## src/sorted_job_queue_defines.svh

```systemverilog
// ----------------------------------------------------------------------------
// Sorted job queue assertion macros
// Shared helpers for the concurrent checks at the end of the top level.
// ----------------------------------------------------------------------------
`ifndef SORTED_JOB_QUEUE_DEFINES_SVH
`define SORTED_JOB_QUEUE_DEFINES_SVH

// The consequent must hold in the same cycle as the antecedent.
// The asserting module provides clock and reset.
`define SJQ_ASSERT_SAME(lbl, ante, cons, msg) \
   lbl: assert property (@(posedge clock) disable iff (reset) (ante) |-> (cons)) else $error(msg);

// The consequent must hold in the cycle after the antecedent.
`define SJQ_ASSERT_NEXT(lbl, ante, cons, msg) \
   lbl: assert property (@(posedge clock) disable iff (reset) (ante) |=> (cons)) else $error(msg);

`endif

```

## src/sjq_onehot_enc.sv

```systemverilog
// ----------------------------------------------------------------------------
// Sorted job queue one-hot encoder
// Turns a one-hot cell select into the binary cell index.
// ----------------------------------------------------------------------------
module sjq_onehot_enc #(
   parameter int N = 64
) (
   input  logic [N-1:0]         onehot,
   output logic [$clog2(N)-1:0] index
);
   localparam int IW = $clog2(N);

   always_comb begin
      index = '0;
      for (int i = 0; i < N; i++) begin
         if (onehot[i]) begin
            index = index | IW'(i);
         end
      end
   end

endmodule

```

## config.mk

```make
export PLATFORM = sky130hd
export DESIGN_NAME = sjq_onehot_enc
export DESIGN_NICKNAME = d
export VERILOG_FILES = /design/src/sorted_job_queue_defines.svh /design/src/sjq_onehot_enc.sv
export SDC_FILE = /design/constraint.sdc
export NUM_CORES = 1
export LEC_CHECK = 0
export ABC_AREA = 1
export BUFFER_PORTS_ARGS = -buffer_cell sky130_fd_sc_hd__clkbuf_2
export CELL_PAD_IN_SITES_DETAIL_PLACEMENT = 0
export CELL_PAD_IN_SITES_GLOBAL_PLACEMENT = 2
export CORE_MARGIN = 1.5
export CORE_UTILIZATION = 14
export DETAILED_ROUTE_END_ITERATION = 7
export PLACE_DENSITY = 0.83
export SYNTH_ARGS = -nofsm -noshare
export SYNTH_HDL_FRONTEND = slang
export SYNTH_SLANG_ARGS = --single-unit
```

## constraint.sdc

```tcl
create_clock -name vclk -period 0.8
set_input_delay 0.16 -clock vclk [all_inputs]
set_output_delay 0.16 -clock vclk [all_outputs]
set_load 0.01 [all_outputs]
```

* After elaboration in Yosys (flattened, before gate mapping)
Index checks and enable logic that the tools add are counted.
** Word-level totals
- Register bits after elaboration :: 0
- Bits of input ports :: 64
- Output and inout bits :: 6
** Operators by class
- Multiplexer cells :: 63
** Operator list (number)
- $mux 6 :: 32
- $mux 5 :: 16
- $mux 4 :: 8
- $mux 3 :: 4
- $mux 2 :: 2
- $mux 1 :: 1

* Depth between registers and ports, before layout
Gate-level depths: netlist of the first run.
- Depth after elaboration :: 63
- Mapped depth :: 6
- Gate-level depth less buffers :: 6

* Worst setup path after synthesis of the first run
Ideal clock, no wire load.
- Path type :: in2out
- From :: input port onehot[47]
- To :: output port index[0]
- Data arrival time :: 0.607 ns
- Required time :: 0.640 ns
- Slack :: 0.033 ns
- Stages :: 6
- Buffers on the path :: 0
- Cell sequence :: inv_1 nand2_2 nor2_4 nand2_2 nor2_1 nand2_1
** Between the ends
- Cells in the longest elaborated chain, start to end :: 17
** RTL lines
- start, declared :: line sjq_onehot_enc.sv:8 : input logic [N-1:0] onehot,
- $mux 6 (17 in series) :: line sjq_onehot_enc.sv:16 : if (onehot[i]) begin
- end, declared :: line sjq_onehot_enc.sv:9 : output logic [$clog2(N)-1:0] index
Every way passes these cells.

* Worst setup path in the final report of the first run
- From :: input port onehot[35]
- To :: output port index[1]
** Between the ends
- Cells in the longest elaborated chain, start to end :: 29
** RTL lines (line)
- $mux 6 (29 in series) :: sjq_onehot_enc.sv:16
Every way passes these cells.

==> reports/metrics.cfg, run 1 <==
[detailed_routing]
dr.pass1.iters = 4
drc = 0
routed_wl_um = 2740
num_vias = 1117
via_per_inst = 3.53
antenna_left = 0
drtIter0Drc = 12
wl_per_cell_um = 8.66

[sta]
final-hold-violation-count = 0
max_freq_ghz = 0.981
setup_viol = 6
fin_crit_ns = 1.02
setup_ws_ns = -0.220
final.period_utilization_pct = 127
tightest_slew_ns = 0.119
slew_headroom_pct = 92.0
final_max_slew_viol_count = 0
rsz0062_at_grt = true

[synthesis]
syn_nets = 243
syn_area_sq_um = 709
yosys.area.top_type = nand2_1
yosysTopAreaCellShare_pct = 31.2
synth_cell_types = 10
synthCells = 179
avgSynthCellArea_sq_um = 3.96
ys_top_cells_by_area = nand2_1 31%, nor2_1 26%, inv_1 20%
synth_warnings = 0
ys_seq_area_share_pct = 0

[floorplan]
boundaryPins = 70
rows = 25
start_util_pct = 14.7
die_area_sq_um = 5500
die_w_um = 74.2
die_h_um = 74.2
fp.coreArea_sq_um = 4820

[worst_setup_path]
critPathTopFamily = simple AND/OR/NAND/NOR gates
crit_slowest_cell = nor2_2
cp_slowest_stage_delay_ns = 0.13
required_ns = 0.64
critPathLaunchType = input pin
worstPathCellList = clkbuf_2, inv_2, nand2_2, nor2_2, nand2_1, nor2_1, nand2_1, clkbuf_2
crit_type = input pin to primary output
end_kind = primary output
cp_max_fo = 2
arrival_ns = 0.86
crit_buf_inv = 3

[clock_tree]
ctsHoldBuffers = 0
post-cts-setup-buffer-count = 0

[pwr]
sw_frac_of_total_pct = 52.2
power.net_switching_mw = 0.255
ir_drop_mv = 0.122
power.share.clock_pct = 0
internal_power_mw = 0.234
p_comb_share_pct = 100.0
p_seq_share_pct = 0
power.leakage_nw = 0.770
p_per_area_nw_per_um2 = 357

[layout]
areaGrowthSynthToFinish_pct = 93.1
clock_buffers = 0
fill_cells = 616
n_antenna_cell = 0
design.seq.count = 0
nNetsFinal = 315
mostFrequentLayoutCell = clkbuf_2
mostFrequentLayoutCells = 57 x clkbuf_2, 41 x nand2_1, 29 x nor2_1, 29 x inv_2, 23 x inv_1
finalNonFillerCells = 316
drive_gt1_share_pct = 61.0
regArea_sq_um = 0

[placement]
pre_cts_slack_ns = -0.257
routabilityCongestion = 0.826
io_buffers = 69
dp_hpwl_um = 2600
dp.cells = 316

[grt]
grt_max_degree = 4
use_met3_pct = 1.08
use_met2_pct = 17.1
grt_pass1_wl_um = 4050
grt_pass1_vias = 1006
busiest_layer = met2
track_usage_pct = 9.24
globalRouteOverflowTotal = 0
grt_antenna_before_repair = 0
grtUsageMet1_pct = 12.2

[flow_run]
max_cap_violations = 0

[run_status]
violations = negative setup slack
status = finished with violations

[worst_hold_path]
hp-start = onehot[25]
hp-class = input pin to primary output
min_to = index[4]
holdPathStages = 6

-- tightest hold or removal path, stage by stage --
cell     delay, ns
buf_4         0.11
nor2_4        0.04
nand4_1       0.05
nor2_1        0.04
nand2_1       0.06
buf_2         0.12
-- cells by family after synthesis --
kind of cell | Yosys count | share of synthesized area [%]
buf+inv | 57 | 30.2
simple gates | 122 | 69.8
-- metal layers --
metal | up-vias | wire, um
met5 | - | 0
met4 | 0 | 0
met3 | 0 | 192
met2 | 38 | 1330
met1 | 451 | 1210
li1 | 628 | -
-- synth_stat cells --
cell,n
inv_1,38
clkinv_1,2
nand4_1,2
and2_1,2
inv_2,17
nor2_2,3
nand2_2,5
nand2_1,59
nor2_1,50
nor2_4,1
-- power groups by stage --
stage | sequential (mW) | clock [mW] | combinational (mW)
floorplan | 0 | 0 | 0.165
global placement | 0 | 0 | 0.377
detailed placement | 0 | 0 | 0.375
CTS | 0 | 0 | 0.413
global route | 0 | 0 | 0.547
finish | 0 | 0 | 0.489
-- per-stage QoR --
step / util, % / hold slack [ns] / instance area [sq um] / setup TNS (ns) / power (mW)
after floorplan: - / 0.512 / 709 / 0 / 0.165
after global placement: 23.8 / 0.730 / 1150 / -1.45 / 0.377
after detailed placement: 23.8 / 0.738 / 1150 / -1.44 / 0.375
after CTS: 24.9 / 0.744 / 1200 / -1.28 / 0.413
after global routing: 28.4 / 0.793 / 1370 / -1.64 / 0.547
final: 28.4 / 0.740 / 1370 / -1.25 / 0.489
-- area by class of cell --
| cell class | count | area, sq um | area share, % |
|---|---|---|---|
| Inverter | 57 | 224 | 16.3 |
| Timing Repair Buffer | 70 | 402 | 29.3 |
| Multi-Input combinational cell | 122 | 661 | 48.2 |
| Tap cell | 67 | 83.8 | 6.12 |
-- worst max path at each step --
stage | start | end | slack, ns | cells after the start
floorplan | onehot[47] | index[0] | 0.03 | 6
global placement | onehot[46] | index[3] | -0.27 | 8
detailed placement | onehot[46] | index[3] | -0.26 | 8
CTS | onehot[28] | index[4] | -0.22 | 7
global route | onehot[59] | index[0] | -0.29 | 8
finish | onehot[35] | index[1] | -0.22 | 8
-- what timing repair did --
| action | 4_1_cts | 5_1_grt |
|---|---|---|
| pin swaps | 36 | 40 |
| gates resized for setup | 27 | 60 |
| setup endpoints to repair | 6 | 6 |
No activity file was read; power rests on OpenSTA's default activity.
==> run 2: changes to the inputs <==
==> constraint.sdc (replaced) <==
create_clock -name vclk -period 0.8
set_input_delay 0.16 -clock vclk [all_inputs]
set_output_delay 0.16 -clock vclk [all_outputs]
set_load 0.1 [all_outputs]
==> reports/metrics.cfg, run 2 (same netlist as run 1, synthesis figures left out) <==
[detailed_routing]
drc = 0
antenna_left = 0
drtIter0Drc = 31
routed_wl_um = 3010
wl_per_cell_um = 9.57
num_vias = 1129
via_per_inst = 3.58
dr.pass1.iters = 2

[flow_run]
max_cap_violations = 0

[clock_tree]
ctsHoldBuffers = 0
post-cts-setup-buffer-count = 0

[sta]
tightest_slew_ns = 0.154
setup_ws_ns = -0.330
max_freq_ghz = 0.885
fin_crit_ns = 1.13
fin_hold_ws_ns = 0.815
setup_viol = 6
final.period_utilization_pct = 141
final_max_slew_viol_count = 0
final-hold-violation-count = 0
slew_headroom_pct = 89.7
rsz0062_at_grt = true

[layout]
nNetsFinal = 314
design.seq.count = 0
final_cell_area_sq_um = 1870
regArea_sq_um = 0
areaGrowthSynthToFinish_pct = 163
mostFrequentLayoutCell = clkbuf_2
fill_cells = 546
multi_input_area_sq_um = 903
finalNonFillerCells = 315
drive_gt1_share_pct = 76.2
n_antenna_cell = 0
clock_buffers = 0
mostFrequentLayoutCells = 46 x clkbuf_2, 24 x nand2_2, 23 x nor2_4, 21 x nand2_1, 19 x inv_2
utilization_pct = 38.8

[grt]
grt_pass1_vias = 1082
grt_max_degree = 4
track_usage_pct = 10.7
globalRouteOverflowTotal = 0
grt_antenna_before_repair = 0
grt_pass1_wl_um = 4640

[run_status]
status = finished with violations
violations = negative setup slack

[pwr]
power.net_switching_mw = 0.323
sw_frac_of_total_pct = 51.6
p_seq_share_pct = 0
power.leakage_nw = 0.991
power.share.clock_pct = 0
ir_drop_mv = 0.126
p_per_area_nw_per_um2 = 336
p_comb_share_pct = 100.0
internal_power_mw = 0.303

[worst_setup_path]
required_ns = 0.64
cp_slowest_stage_delay_ns = 0.16
crit_type = input pin to primary output
crit_buf_inv = 3
crit_slowest_cell = nor2_4
critPathTopFamily = simple AND/OR/NAND/NOR gates
worstPathCellList = buf_8, inv_6, nand2_4, nor2_4, nand2_4, nor2_4, nand2_8, buf_12
arrival_ns = 0.97
cp_max_fo = 3
end_kind = primary output
critPathLaunchType = input pin

[floorplan]
start_util_pct = 14.7
boundaryPins = 70
die_area_sq_um = 5500
die_h_um = 74.2
die_w_um = 74.2
rows = 25
fp.coreArea_sq_um = 4820

[worst_hold_path]
hp-class = input pin to primary output

[placement]
dp.cells = 315
routabilityCongestion = 0.769
dp_hpwl_um = 2720
io_buffers = 69
placed_area_sq_um = 1480

==> run 2: area by class of cell <==
class                      count  area share [%]
inverter                      57            16.7
tap                           67            4.49
timing repair buffer          69            30.4
multi-input combinational    122            48.4
==> run 2: metal layers <==
metal	part of all wire (%)	vias up	GRT usage (%)
met5	0	-	0
met4	0	0	0
met3	6.3	0	0.949
met2	52	35	19.8
met1	42	467	14.3
li1	-	627	-
==> run 2: what timing repair did <==
item / 4_1_cts / 5_1_grt
hold endpoints to repair: 0 / 0
pin swaps: 24 / 51
gates resized for setup: 37 / 79
setup endpoints to repair: 6 / 6
gates cloned: 0 / 0
==> run 2: path summary, 6_finish.rpt <==
path | from | end | slack (ns) | cells past startpoint
hold / removal | onehot[52] | index[4] | 0.81 | 6
setup / recovery | onehot[59] | index[3] | -0.33 | 8
==> run 2: power by group through the flow <==
stage / clock, mW / sequential [mW] / combinational (mW)
detailed placement: 0 / 0 / 0.460
global route: 0 / 0 / 0.690
global placement: 0 / 0 / 0.461
CTS: 0 / 0 / 0.536
finish: 0 / 0 / 0.627
floorplan: 0 / 0 / 0.218
==> run 2: through the flow <==
step | setup TNS, ns | worst slack (ns) | power (mW)
4_1_cts | -2.01 | -0.348 | 0.536
3_3_place_gp | -2.32 | -0.406 | 0.461
3_5_place_dp | -2.41 | -0.442 | 0.460
6_report | -1.86 | -0.330 | 0.627
5_1_grt | -2.19 | -0.382 | 0.690
2_1_floorplan | -0.572 | -0.107 | 0.218
