<file path="src/sorted_job_queue_defines.svh">
// ----------------------------------------------------------------------------
// Sorted job queue assertion macros
// Shared helpers for the concurrent checks at the end of the top level.
// ----------------------------------------------------------------------------
`ifndef SORTED_JOB_QUEUE_DEFINES_SVH
`define SORTED_JOB_QUEUE_DEFINES_SVH

// The consequent must hold in the same cycle as the antecedent.
// The asserting module provides clock and reset.
`define SJQ_ASSERT_SAME(lbl, ante, cons, msg) \
   lbl: assert property (@(posedge clock) disable iff (reset) (ante) |-> (cons)) else $error(msg);

// The consequent must hold in the cycle after the antecedent.
`define SJQ_ASSERT_NEXT(lbl, ante, cons, msg) \
   lbl: assert property (@(posedge clock) disable iff (reset) (ante) |=> (cons)) else $error(msg);

`endif

</file>
<file path="src/sjq_pkg.sv">
// ----------------------------------------------------------------------------
// Sorted job queue package
// Field widths, result codes and the command that steers the row of cells.
// ----------------------------------------------------------------------------
package sjq_pkg;

   localparam int STATUS_W = 4;
   localparam int EVENT_W  = 2;
   localparam int STATE_W  = 4;
   localparam int REV_W    = 32;
   localparam int SIZE_W   = 7;
   localparam int POS_W    = 6;
   localparam int CAP_W    = 7;

   localparam logic [CAP_W-1:0] CAP_RESET = 7'd64;

   typedef logic [STATUS_W-1:0] status_type;
   typedef logic [EVENT_W-1:0]  event_type;

   localparam status_type ST_OK          = 4'd0;
   localparam status_type ST_BAD_ID      = 4'd1;
   localparam status_type ST_BAD_SPEC    = 4'd2;
   localparam status_type ST_BAD_STATE   = 4'd3;
   localparam status_type ST_NOT_QUEUED  = 4'd4;
   localparam status_type ST_BAD_REV     = 4'd5;
   localparam status_type ST_DUPLICATE   = 4'd6;
   localparam status_type ST_FULL        = 4'd7;
   localparam status_type ST_NOT_FOUND   = 4'd8;

   localparam event_type EV_ADMIT_OK   = 2'd0;
   localparam event_type EV_ADMIT_REJ  = 2'd1;
   localparam event_type EV_REMOVE_OK  = 2'd2;
   localparam event_type EV_REMOVE_REJ = 2'd3;

   localparam logic MODE_ADMIT  = 1'b0;
   localparam logic MODE_REMOVE = 1'b1;

   localparam logic [STATE_W-1:0] JOB_QUEUED     = 4'd0;
   localparam logic [STATE_W-1:0] JOB_LAST_KNOWN = 4'd7;

   // Broadcast to every cell of the row.
   typedef struct packed {
      logic compare;
      logic insert;
      logic remove;
   } cell_cmd_type;

endpackage

</file>
<file path="src/sjq_cell.sv">
// ----------------------------------------------------------------------------
// Sorted job queue cell
// Holds one entry, compares it with the broadcast key and shifts with its
// neighbors on insert and remove.
// ----------------------------------------------------------------------------
module sjq_cell #(
   parameter int ID_BITS   = 32,
   parameter int TIME_BITS = 48
) (
   input  logic                  clock,
   input  sjq_pkg::cell_cmd_type cmd,
   input  logic                  occupied,
   input  logic [ID_BITS-1:0]    key_id,
   input  logic [TIME_BITS-1:0]  key_stamp,
   input  logic                  left_before,
   input  logic [ID_BITS-1:0]    left_id,
   input  logic [TIME_BITS-1:0]  left_stamp,
   input  logic                  rem_shift,
   input  logic [ID_BITS-1:0]    right_id,
   input  logic [TIME_BITS-1:0]  right_stamp,
   output logic [ID_BITS-1:0]    id,
   output logic [TIME_BITS-1:0]  stamp,
   output logic [ID_BITS-1:0]    nxt_id,
   output logic [TIME_BITS-1:0]  nxt_stamp,
   output logic                  ahead,
   output logic                  match
);
   import sjq_pkg::*;

   logic [ID_BITS-1:0]   id_ff, id_in;
   logic [TIME_BITS-1:0] stamp_ff, stamp_in;
   logic                 before_ff, before_in;
   logic                 match_ff, match_in;

   always_comb begin
      id_in     = id_ff;
      stamp_in  = stamp_ff;
      before_in = before_ff;
      match_in  = match_ff;
      if (cmd.compare) begin
         match_in  = occupied && (id_ff == key_id);
         before_in = occupied && ((stamp_ff < key_stamp) ||
                                  ((stamp_ff == key_stamp) && (id_ff < key_id)));
      end
      // The new entry lands in the first cell that does not sort before it;
      // every later cell takes the entry of its left neighbor.
      if (cmd.insert && !before_ff) begin
         if (left_before) begin
            id_in    = key_id;
            stamp_in = key_stamp;
         end else begin
            id_in    = left_id;
            stamp_in = left_stamp;
         end
      end
      // From the matching cell onward every cell takes its right neighbor.
      if (cmd.remove && rem_shift) begin
         id_in    = right_id;
         stamp_in = right_stamp;
      end
   end

   always_ff @(posedge clock) begin
      id_ff     <= id_in;
      stamp_ff  <= stamp_in;
      before_ff <= before_in;
      match_ff  <= match_in;
   end

   assign id        = id_ff;
   assign stamp     = stamp_ff;
   assign nxt_id    = id_in;
   assign nxt_stamp = stamp_in;
   assign ahead     = before_ff;
   assign match     = match_ff;

endmodule

</file>
<file path="config.mk">
export PLATFORM = sky130hd
export DESIGN_NAME = sjq_cell
export DESIGN_NICKNAME = d
export VERILOG_FILES = /design/src/sorted_job_queue_defines.svh /design/src/sjq_pkg.sv /design/src/sjq_cell.sv
export SDC_FILE = /design/constraint.sdc
export NUM_CORES = 1
export LEC_CHECK = 0
export CAP_MARGIN = 25
export CORE_AREA = 4 4 157 159
export DETAILED_ROUTE_END_ITERATION = 7
export DIE_AREA = 0 0 161 163
export DONT_BUFFER_PORTS = 1
export GPL_ROUTABILITY_DRIVEN = 0
export HOLD_SLACK_MARGIN = 0.05
export PLACE_DENSITY = 0.41
export SYNTH_ARGS = -nofsm -noshare
export SYNTH_HDL_FRONTEND = slang
export SYNTH_SLANG_ARGS = --single-unit
</file>
<file path="constraint.sdc">
create_clock -name clock -period 3.38 [get_ports clock]
set_clock_uncertainty 0.15 [all_clocks]
set_input_delay 0.338 -clock clock [delete_from_list [all_inputs] [get_ports clock]]
set_output_delay 0.338 -clock clock [all_outputs]
set_load 0.03 [all_outputs]
</file>
## Word level (Yosys, flattened, before mapping)

Cells that the tools add are included.

| word-level totals | value |
|---|---|
| bits in registers | 82 |
| latch bits | 0 |
| RAM bits | 0 |
| ROM bits | 0 |
| bits of input ports | 247 |
| output and inout bits | 162 |
| memories | 0 |

| cells by class | value |
|---|---|
| add/sub/neg operators | 0 |
| $mul | 0 |
| div/mod/pow operators | 0 |
| magnitude comparators | 2 |
| eq/ne operators | 2 |
| shift-type cells | 0 |
| muxes and demuxes | 6 |
| bitwise operators | 0 |
| reductions and logical operators | 7 |

Operators with widths:

| cell | count |
|---|---|
| 48-bit two-way mux | 3 |
| 32-bit two-way mux | 3 |
| 48-bit equality test | 1 |
| 48-bit < comparator | 1 |
| 32-bit equality test | 1 |
| 32-bit < comparator | 1 |
| 1-bit logical AND | 5 |
| 1-bit zero test | 1 |
| 1-bit logical OR | 1 |

## Longest topological paths before layout

| depth | value |
|---|---|
| depth in word-level cells | 4 |
| gate-level depth with buffers | 8 |
| gate-level depth less buffers | 8 |

## Least setup slack after synthesis

OpenSTA, ideal clock, no wires.

| timing path | value |
|---|---|
| path kind | register to output |
| from | register before_ff (netlist: ahead) |
| to | output port nxt_id[11] |
| arrival | 2.076 ns |
| required time | 2.892 ns |
| path slack | 0.816 ns |
| stages on the path, launching flop included | 8 |
| buffers on the path | 3 |
| cells stage by stage | edfxtp_1 nand2b_1 buf_2 buf_2 buf_1 nor2_1 a21oi_1 o21ai_0 |

| on the way | value |
|---|---|
| longest elaborated chain between the ends | 4 |

RTL lines:

| element | line | RTL |
|---|---|---|
| from (decl) | sjq_cell.sv:32 | `logic before_ff, before_in;` |
| from (signal assigned) | sjq_cell.sv:66 | `before_ff <= before_in;` |
| 1-bit zero test | sjq_cell.sv:47 | `if (cmd.insert && !before_ff) begin` |
| 1-bit logical AND | sjq_cell.sv:47 |  |
| 32-bit two-way mux | sjq_cell.sv:47 |  |
| 32-bit two-way mux | sjq_cell.sv:57 | `if (cmd.remove && rem_shift) begin` |
| to (decl) | sjq_cell.sv:23 | `output logic [ID_BITS-1:0] nxt_id,` |

Every way passes these cells.

## Final worst setup path

| timing path | value |
|---|---|
| from | register before_ff (netlist: ahead) |
| to | output port nxt_stamp[25] |

| on the way | value |
|---|---|
| longest elaborated chain between the ends | 4 |

RTL lines:

| element | line | RTL |
|---|---|---|
| 1-bit zero test | sjq_cell.sv:47 |  |
| 1-bit logical AND | sjq_cell.sv:47 |  |
| 48-bit two-way mux | sjq_cell.sv:47 |  |
| 48-bit two-way mux | sjq_cell.sv:57 |  |
| to (decl) | sjq_cell.sv:24 | `output logic [TIME_BITS-1:0] nxt_stamp,` |

Every way passes these cells.

==> flow_summary.yaml <==
outcome:
  status: "finished, final reports clean"
power_and_ir_drop:
  peakVddDrop_mv: 0.231
  power_density_nw_per_um2: 540
  power_leakage_nw: 3.43
critical_path:
  cp-end-kind: "output pin"
  timing.rr.end: "ahead"
  worstSetupStartpoint: "ahead"
  crit_buf_inv: 1
  r2r-start: "stamp[11]"
  regToRegSetupSlack_ps: 750
  critPathKind: "reg2out"
  max_stage_delay_ps: 850
  cp.depth: 5
  arrival_ps: 2350
  cpLargestDelayFamily: "compound AO/OA/AOI/OAI gates"
  cp_cell_sequence: "nand2b_4 -> buf_4 -> nor2_1 -> a21oi_1 -> o21ai_0"
  crit_end: "nxt_stamp[25]"
  rr_worst_depth: 7
  setup.worst_path.start_class: "flip-flop"
  critPathRequiredTime_ps: 2890
  cp_slowest_cell: "o21ai_0"
  crit_path_max_fanout: 29
floorplan:
  core_region_area_um2: 23300
  start_util_pct: 26.2
  boundaryPins: 409
  dieArea_um2: 26200
  die_y_um: 163
  die_x_um: 161
  rows: 56
layout:
  final_cell_area_um2: 7150
  syn_to_final_growth_pct: 17.5
  fillCellCount: 2577
  drive_gt1_share_pct: 6.71
  layout_commonest_cell: "a21oi_1"
  layout_common_cells: "103 x a21oi_1, 98 x nand2_1, 90 x o21ai_0, 85 x inv_1, 85 x nor2_1"
  nets: 1171
cts:
  clock_path_buffers: 2
  cts-root-buf: "clkbuf_16"
  cts_made_buffers: 9
  clk-insertion-delay-late_ps: 350
  cts-htree-levels: 3
  clock_sinks: 82
  cts_tree: "yes"
  cts-resized-gates: 0
  path_clk_slew_ps: 60
global_routing:
  grt_remaining_overflow: 0
  gr-usage-met3_pct: 7.26
  grtUsageMet1_pct: 17.7
  grt_pass1_vias: 5862
  top_usage_layer: "met2"
  grt_use_total_pct: 17.1
  grt_start_max_net_pins: 81
  grt_pass1_wl_um: 34700
  grt_use_met2_pct: 31.9
  antenna_found_initial: 1
sta:
  rsz0062_at_grt: "no"
  fin_ws_ps: 545
  hold_viol: 0
  fin_crit_sh_pct: 83.9
  finalCriticalPeriod_ps: 2830
  fmax_mhz: 353
  maxSlewHeadroom_pct: 25.8
  finalMaxSlewViolations: 0
  tightest_slew_ps: 1100
  setup_violations: 0
  setup_tns_ps: 0
synth:
  synth_top_area_share_pct: 26.3
  synth_area_um2: 6080
  ys_dominant_reg_cell: "dfxtp_1"
  ys_warn_count: 0
  ys_ff_latch: 82
  netlist-cell-type-count: 33
  synth_largest_area_cell: "dfxtp_1"
  synth.area.top_cells: "dfxtp_1 26%, ha_1 16%, mux2i_1 13%"
  syn_avg_cell_area_um2: 7.47
  ys_seq_area_share_pct: 27.3
  syn_nets: 1141
  synth-edff-count: 2
  synthArstFlopShare_pct: 0
  syn_inst: 814
placed_design:
  dp_slack_ps: 601
  place_area_um2: 6650
  hpwlAfterDp_um: 19500
  portBuffers: 0
detailed_routing:
  postRouteAntennaNets: 0
  wl_um: 23700
  routedWlPerCell_um: 20.3
  drcViolationCount: 0
  dr.first_iter.drc_count: 277
  via_per_inst: 4.85
  vias: 5671
  firstDrtPassIters: 5
min_path:
  min_path_type: "in2reg"
flow_run:
  drv_cap: 0
==> what timing repair did <==
action                    4_1_cts  5_1_grt
hold endpoints to repair       16        0
setup buffers                   0        0
hold buffers                   15        0
==> kinds of logic after synthesis <==
group | count (synthesis) | share of synthesized area, %
mux | 80 | 13.2
simple gates | 222 | 15.4
fa+ha+maj | 80 | 16.5
compound gates | 220 | 19.4
buf+inv | 130 | 8.27
flops | 82 | 27.3
==> cells in the mapped netlist, types with 2 or more instances <==
cell type / instances
a21oi_1: 103
nand2_1: 98
o21ai_0: 90
inv_1: 85
nor2_1: 85
dfxtp_1: 80
ha_1: 80
mux2i_1: 80
clkbuf_1: 29
nand4_1: 14
buf_2: 12
a21o_1: 10
nand3_1: 5
a221oi_1: 4
buf_1: 4
nor2b_1: 4
nor3_1: 4
a211oi_1: 3
and4_1: 3
o22ai_1: 3
a221o_1: 2
and2_1: 2
edfxtp_1: 2
nor4_1: 2
o21bai_1: 2
==> report_power, final <==
part,switching [mW],total [mW],leakage [nW],internal (mW)
Combinational,0.786,1.20,2.59,0.412
Clock,0.448,1.06,0.145,0.610
Sequential,0.476,1.60,0.693,1.13
==> per-stage QoR <==
| step | hold slack (ps) | util [%] | std cells | power (mW) |
|---|---|---|---|---|
| floorplan | 300 | - | 814 | 2.48 |
| global placement | 301 | 28.4 | 1121 | 2.81 |
| detailed placement | 301 | 28.6 | 1130 | 2.82 |
| CTS | 60.5 | 30.6 | 1161 | 3.93 |
| global route | 75.7 | 30.7 | 1169 | 4.11 |
| finish | 82.9 | 30.7 | 1169 | 3.86 |
==> routing by layer <==
layer  vias up  routed length [um]
li1       2876                   -
met1      2509                8680
met2       268               12300
met3        18                2440
met4         0                 294
met5         -                   0
==> worst min-delay path by stage <==
stage,from,end,depth (start not counted)
after floorplan,cmd[2],ahead,0
after global placement,cmd[2],ahead,0
after detailed placement,cmd[2],ahead,0
after CTS,occupied,match,1
after global routing,occupied,match,1
final,occupied,match,1
==> sequential cells by signal, summed over array words and instances (netlist names) <==
signal and flops:
ahead 1, match 1, stamp 48, id 32
==> layout make-up <==
| type | count | area [um^2] | area share, % |
|---|---|---|---|
| clock buffers | 14 | 297 | 4.15 |
| clock inverters | 2 | 15.0 | 0.210 |
| well taps | 319 | 399 | 5.58 |
| repair buffers | 64 | 523 | 7.32 |
| inverters | 85 | 319 | 4.46 |
| multi-input cells | 602 | 3930 | 55.0 |
| diodes | 1 | 2.50 | 0.0350 |
| flip-flops and latches | 82 | 1660 | 23.2 |
No activity file was read; power rests on OpenSTA's default activity.
